File: config.mk
export PLATFORM = sky130hd
export DESIGN_NAME = ssca_ctrl
export DESIGN_NICKNAME = d
export VERILOG_FILES = /design/src/rtl/ssca_pkg.sv /design/src/rtl/ssca_ctrl.sv
export SDC_FILE = /design/constraint.sdc
export NUM_CORES = 1
export LEC_CHECK = 0
export BUFFER_PORTS_ARGS = -buffer_cell sky130_fd_sc_hd__buf_2
export CORE_UTILIZATION = 25
export CTS_CLUSTER_SIZE = 10
export DETAILED_ROUTE_END_ITERATION = 16
export SETUP_SLACK_MARGIN = 0.15
export SYNTH_ARGS = -nofsm -noshare
export SYNTH_HDL_FRONTEND = slang
export SYNTH_SLANG_ARGS = --single-unit
File: constraint.sdc
create_clock -name clk_i -period 2.5 [get_ports clk_i]
set_input_delay 0.25 -clock clk_i [delete_from_list [all_inputs] [get_ports clk_i]]
set_output_delay 0.25 -clock clk_i [all_outputs]
set_load 0.01 [all_outputs]
File: src/rtl/ssca_pkg.sv
// ============================================================================
// Scan sector collision avoidance: shared package
// Types, codes and arithmetic helpers used by the controller and datapath.
// ============================================================================
`timescale 1ns / 1ps
`default_nettype none

package ssca_pkg;

  localparam int SectorCount = 8;

  localparam logic [15:0] FarMm       = 16'hFFFF;
  localparam logic [15:0] CritMm      = 16'd1500;
  localparam logic [15:0] BackupMm    = 16'd1000;
  localparam logic [15:0] BackNearMm  = 16'd2000;

  localparam logic [15:0] ObstacleRangeRst = 16'd3000;
  localparam logic [13:0] CruiseRateRst    = 14'd1500;
  localparam logic [13:0] TurnRateRst      = 14'd500;
  localparam logic [10:0] ScanLengthRst    = 11'd360;

  localparam logic [1:0] CfgObstacleRange = 2'd0;
  localparam logic [1:0] CfgCruiseRate    = 2'd1;
  localparam logic [1:0] CfgTurnRate      = 2'd2;
  localparam logic [1:0] CfgScanLength    = 2'd3;

  localparam logic [1:0] ZoneClear    = 2'd0;
  localparam logic [1:0] ZoneAvoid    = 2'd1;
  localparam logic [1:0] ZoneCritical = 2'd2;

  localparam logic [3:0] DivLastStep = 4'd15;
  localparam logic [3:0] MulLastStep = 4'd4;

  typedef enum logic [6:0] {
    ST_IDLE    = 7'b0000001,
    ST_COMMIT  = 7'b0000010,
    ST_ZONE    = 7'b0000100,
    ST_DIVINIT = 7'b0001000,
    ST_DIV     = 7'b0010000,
    ST_MUL     = 7'b0100000,
    ST_FINISH  = 7'b1000000
  } state_e;

  typedef struct packed {
    logic       sample_upd;
    logic       commit;
    logic       cmd_load;
    logic       div_init;
    logic       div_step;
    logic       div_sel;
    logic       div_last;
    logic       mul_en;
    logic [2:0] mul_cnt;
    logic       finish;
  } cmd_t;

  typedef struct packed {
    logic [1:0] zone;
  } sts_t;

  // Floor of t / 5 by reciprocal multiplication and one correction step.
  function automatic logic [15:0] div5(input logic [17:0] t);
    logic [31:0] p;
    logic [15:0] q0;
    logic [17:0] r;
    p  = 32'(t) * 32'd13107;
    q0 = p[31:16];
    r  = t - 18'(q0) * 18'd5;
    div5 = (r >= 18'd5) ? q0 + 16'd1 : q0;
  endfunction

  function automatic logic signed [15:0] sat16(input logic signed [19:0] v);
    if (v > 20'sd32767) begin
      sat16 = 16'sh7FFF;
    end else if (v < -20'sd32768) begin
      sat16 = 16'sh8000;
    end else begin
      sat16 = v[15:0];
    end
  endfunction

endpackage

`default_nettype wire

File: src/rtl/ssca_ctrl.sv
// ============================================================================
// Scan sector collision avoidance: controller
// Sequences sample folding, scan commit, division, multiply and output steps.
// ============================================================================
`timescale 1ns / 1ps
`default_nettype none

module ssca_ctrl (
  input  logic          clk_i,
  input  logic          rst_ni,
  input  logic          in_valid_i,
  input  logic          in_action_i,
  input  logic          in_eos_i,
  output logic          in_ready_o,
  input  logic          out_ready_i,
  output logic          out_valid_o,
  input  ssca_pkg::sts_t sts_i,
  output ssca_pkg::cmd_t cmd_o
);
  import ssca_pkg::*;

  state_e     state_q, state_d;
  logic [3:0] cnt_q, cnt_d;
  logic       sel_q, sel_d;
  logic       ov_q, ov_d;
  logic       acc;

  assign in_ready_o  = (state_q == ST_IDLE);
  assign out_valid_o = ov_q;
  assign acc         = in_valid_i & in_ready_o;

  always_comb begin
    state_d = state_q;
    cnt_d   = cnt_q;
    sel_d   = sel_q;
    ov_d    = ov_q & ~out_ready_i;
    cmd_o   = '0;
    case (state_q)
      ST_IDLE: begin
        if (acc) begin
          if (in_action_i) begin
            cmd_o.cmd_load = 1'b1;
            state_d = ST_ZONE;
          end else begin
            cmd_o.sample_upd = 1'b1;
            if (in_eos_i) begin
              state_d = ST_COMMIT;
            end
          end
        end
      end
      ST_COMMIT: begin
        cmd_o.commit = 1'b1;
        state_d = ST_IDLE;
      end
      ST_ZONE: begin
        sel_d = 1'b0;
        state_d = (sts_i.zone == ZoneAvoid) ? ST_DIVINIT : ST_FINISH;
      end
      ST_DIVINIT: begin
        cmd_o.div_init = 1'b1;
        cmd_o.div_sel  = sel_q;
        cnt_d = '0;
        state_d = ST_DIV;
      end
      ST_DIV: begin
        cmd_o.div_step = 1'b1;
        cmd_o.div_sel  = sel_q;
        cmd_o.div_last = (cnt_q == DivLastStep);
        cnt_d = cnt_q + 4'd1;
        if (cnt_q == DivLastStep) begin
          cnt_d = '0;
          if (!sel_q) begin
            sel_d = 1'b1;
            state_d = ST_DIVINIT;
          end else begin
            state_d = ST_MUL;
          end
        end
      end
      ST_MUL: begin
        cmd_o.mul_en  = 1'b1;
        cmd_o.mul_cnt = cnt_q[2:0];
        cnt_d = cnt_q + 4'd1;
        if (cnt_q == MulLastStep) begin
          state_d = ST_FINISH;
        end
      end
      ST_FINISH: begin
        if (!ov_q || out_ready_i) begin
          cmd_o.finish = 1'b1;
          ov_d = 1'b1;
          state_d = ST_IDLE;
        end
      end
      default: begin
        state_d = ST_IDLE;
      end
    endcase
  end

  always_ff @(posedge clk_i or negedge rst_ni) begin
    if (!rst_ni) begin
      state_q <= ST_IDLE;
      cnt_q   <= '0;
      sel_q   <= 1'b0;
      ov_q    <= 1'b0;
    end else begin
      state_q <= state_d;
      cnt_q   <= cnt_d;
      sel_q   <= sel_d;
      ov_q    <= ov_d;
    end
  end

endmodule

`default_nettype wire

### After elaboration in Yosys (flattened, before gate mapping)

Cells that the tools add are included.

* $add $sub $neg: 1
* eq/ne operators: 15
* multiplexer cells: 29
* bitwise gates (word level): 3
* reductions and logical operators: 7

Operators with widths (count)
* 7-bit 2-to-1 mux: 7
* 7-bit one-hot mux with 6 select lines: 1
* 1-bit 2-to-1 mux: 16
* 4-bit one-hot mux with 3 select lines: 1
* 4-bit 2-to-1 mux: 2
* 7-bit by 1-bit == test with 1-bit output, second input constant: 1
* 7-bit by 2-bit == test with 1-bit output, second input constant: 1
* 7-bit by 3-bit == test with 1-bit output, second input constant: 1
* 7-bit by 4-bit == test with 1-bit output, second input constant: 1
* 7-bit by 5-bit == test with 1-bit output, second input constant: 1
* 7-bit by 6-bit == test with 1-bit output, second input constant: 1
* 7-bit == test, second input constant: 1
* 6-bit 2-to-1 mux: 1
* 2-bit != test, second input constant: 3
* 5-bit AND reduction: 1
* 4-bit by 1-bit adder with 4-bit output, second input constant: 1
* 4-bit by 3-bit == test with 1-bit output, second input constant: 1
* 4-bit == test, second input constant: 1
* 3-bit != test, second input constant: 1
* 3-bit nonzero test: 1
* 1-bit AND: 2
* 2-bit by 1-bit == test with 1-bit output, second input constant: 1
* 2-bit by 1-bit != test with 1-bit output, second input constant: 1
* 1-bit one-hot mux with 2 select lines: 1
* 6 further kinds: 6

* flip-flop bits (word level): 13
* bits of input ports: 8
* output and inout port bits: 14
* word-level logic and storage cells: 59

### Depth between registers and ports, before layout

* word-level depth: 4
* gate-level depth with buffers: 6
* gate-level depth less buffers: 6

### Worst setup path before layout

Ideal clock, no wire load.

* path kind: register to output
* start point: reg state_q[1]
* end point: out cmd_o[1] in the netlist's numbering
* arrival: 1465 ps
* required time: 2250 ps
* path slack: 785 ps
* cell stages (with the launch flop): 4
* path buffers: 1
* cell sequence: dfrtp_1 > or4_4 > buf_6 > nor4_1

RTL lines
* from (decl): line ssca_ctrl.sv:22 `state_e state_q, state_d;`
* from (signal assigned): line ssca_ctrl.sv:109 `state_q <= state_d;`
* to (decl): line ssca_ctrl.sv:18 `output ssca_pkg::cmd_t cmd_o`

==> out/metrics.csv <==
metric;value;unit
outcome;completed;
fin_cells;158;
syn_avg_cell_area;9.28;µm²
fmax;0.492;GHz
die_h;60.8;µm
fin_crit;2.03;ns
dpl.hpwl;1520;µm
wl;1950;µm
grt_max_degree;14;
ys_types;41;
drt_iter0_markers;20;
worst-setup-path-type;reg2out;
clock-sinks;13;
worstMarginPinSlew;0.493;ns
dp_cells;153;
clk_pin_slew;0.08;ns
yosys_warnings;0;
fp.dieW;60.8;µm
firstDrtPassIters;4;
hold_viol;0;
rows;20;
drc_errors;0;
synth_ff_type;dfrtp_1;
grt_pass1_vias;734;
clock_latency;0.27;ns
ys_seq_area_frac;0.378;
pin_count;22;
crit_path_max_fanout;11;
post_drt_via_cell_ratio;4.80;
cts_buffers;3;
fin_skew;0.00175;ns
syn_inst;93;
port_buffers;21;
post-route-period-util;0.813;
fin_nets;125;
drv_cap;0;
route.detailed.wl_per_inst;12.3;µm
power.static_leakage;0.499;nW
syn_to_final_growth;18.8;%
drive_gt1_frac;0.298;
synth-async-reset-ratio;1.00;
total_power;606;µW
antenna_left;0;
end_kind;output pin;
grt.total_usage;0.122;
die_area;3690;µm²
cts_root_buf;clkbuf_4;
timing.final.max_slew_violations;0;
worstHoldPathType;in2reg;
rsz0062_at_grt;false;
worstPathRequired;2.25;ns
grt-ovfl-total;0;
relSlewSlack;0.671;
startpoint_type;flop;
post_cts_resized;0;
fin_setup_tns;0;ns
num-fill-cells;351;
dr_total_vias;758;
initial_core_util;0.274;
clockBufferDepth;2;
htree_levels;1;
place_congestion;0.795;
n_antenna_cell;0;
cts_tree;built;
synth_nets;103;
power_density;591;nW/µm²
grt_pass1_wl;3330;µm
synth_edf_count;0;
ys_ff_latch;13;
setup_violations;0;
syn_area;863;µm²
crit_arrival;1.78;ns
core_area;3150;µm²
antenna_found_initial;0;
worst_ir_drop_vdd;0.301;mV
-- final cells by class --
class / count / area (µm²) / area share
well taps: 44 / 55.1 / 0.0537
repair buffers: 22 / 115 / 0.112
clock buffers: 4 / 26.3 / 0.0256
multi-input cells: 69 / 480 / 0.468
inverters: 6 / 22.5 / 0.0220
flip-flops and latches: 13 / 327 / 0.318
-- flip-flops by register name, summed over array words and instances, names as in the netlist --
name / count
sel_q: 1
out_valid_o: 1
cnt_q: 4
state_q: 7
-- cells in the final DEF, fill, tap and decap left out, types with 2 or more instances in the layout --
cell,count
buf_2,21
dfrtp_1,12
nor2_1,9
inv_1,6
nand3_1,6
nand2_1,5
nor4_1,4
nand2b_1,4
and3_1,3
o21ai_0,3
o21ai_1,3
clkbuf_4,3
nand4b_1,2
nor2b_1,2
and4b_1,2
nand3b_1,2
a21oi_1,2
ha_1,2
-- final timing paths --
check	start	to	slack [ns]	cells after the start
max	state_q[6]$_DFFE_PN0P_	cmd_o[11]	0.47	5
min	in_action_i	state_q[1]$_DFFE_PN0P_	0.18	2
max reg2reg	state_q[6]$_DFFE_PN0P_	state_q[6]$_DFFE_PN0P_	0.80	4
min reg2reg	sel_q$_DFFE_PN0P_	sel_q$_DFFE_PN0P_	0.54	1
max in group asynchronous	rst_ni	state_q[0]$_DFFE_PN1P_	1.83	2
min in group asynchronous	rst_ni	cnt_q[3]$_DFFE_PN0P_	0.39	2
-- logic make-up after synthesis --
kind of cell | synth area share
AND/OR/NAND/NOR | 0.352
XOR/XNOR | 0.0101
buffers and inverters | 0.0652
adder cells (fa/ha/maj) | 0.0290
flip-flops | 0.378
AO/OA/AOI/OAI | 0.165
-- where the power goes --
| part | internal [mW] | switching [mW] | total (mW) |
|---|---|---|---|
| Combinational | 0.0860 | 0.122 | 0.208 |
| Clock | 0.0617 | 0.0691 | 0.131 |
| Sequential | 0.239 | 0.0290 | 0.268 |
| Total | 0.386 | 0.220 | 0.606 |
-- through the flow --
stage / utilization / hold WS [ns] / instance area (µm²) / setup slack, ns
after global placement: 0.314 / 0.149 / 990 / 0.832
final: 0.325 / 0.176 / 1030 / 0.467
after global routing: 0.325 / 0.179 / 1030 / 0.326
after floorplan: - / -0.0456 / 863 / 0.785
after detailed placement: 0.314 / 0.161 / 990 / 0.802
after CTS: 0.325 / 0.167 / 1030 / 0.473
-- Yosys cell counts, drive strengths merged (2+ instances only) --
cell type  count  area [µm²]
nor3           2        26.3
buf            4        28.8
nor2b          2        12.5
o21ai          7        38.8
nand2b         4        25.0
dfrtp         12         300
and3           3        18.8
a211oi         3        40.0
nor4           4        25.0
nor2           9        33.8
a21oi          2        10.0
nand3          6        30.0
ha             2        25.0
inv            6        22.5
nand2          5        18.8
nand4b         2        17.5
and4b          3        31.3
nand3b         2        15.0
-- critical path, stage by stage, from the launching register on --
cell and delay [ns]:
dfrtp_1 0.56, nor3_2 0.31, and4b_2 0.35, nand2_1 0.09, nor2_1 0.08, buf_2 0.13
-- metal layers --
metal	share of wire	up-vias	track usage
met1	0.49	363	0.165
met4	0	0	0.0390
met3	0.039	0	0.0256
met5	0	-	0
met2	0.47	15	0.196
li1	-	380	-
-- repair_timing --
item | 4_1_cts | 5_1_grt
setup buffers | 0 | 0
hold buffers | 1 | 0
hold endpoints to repair | 12 | 0
(Power assumes the default switching activity.)
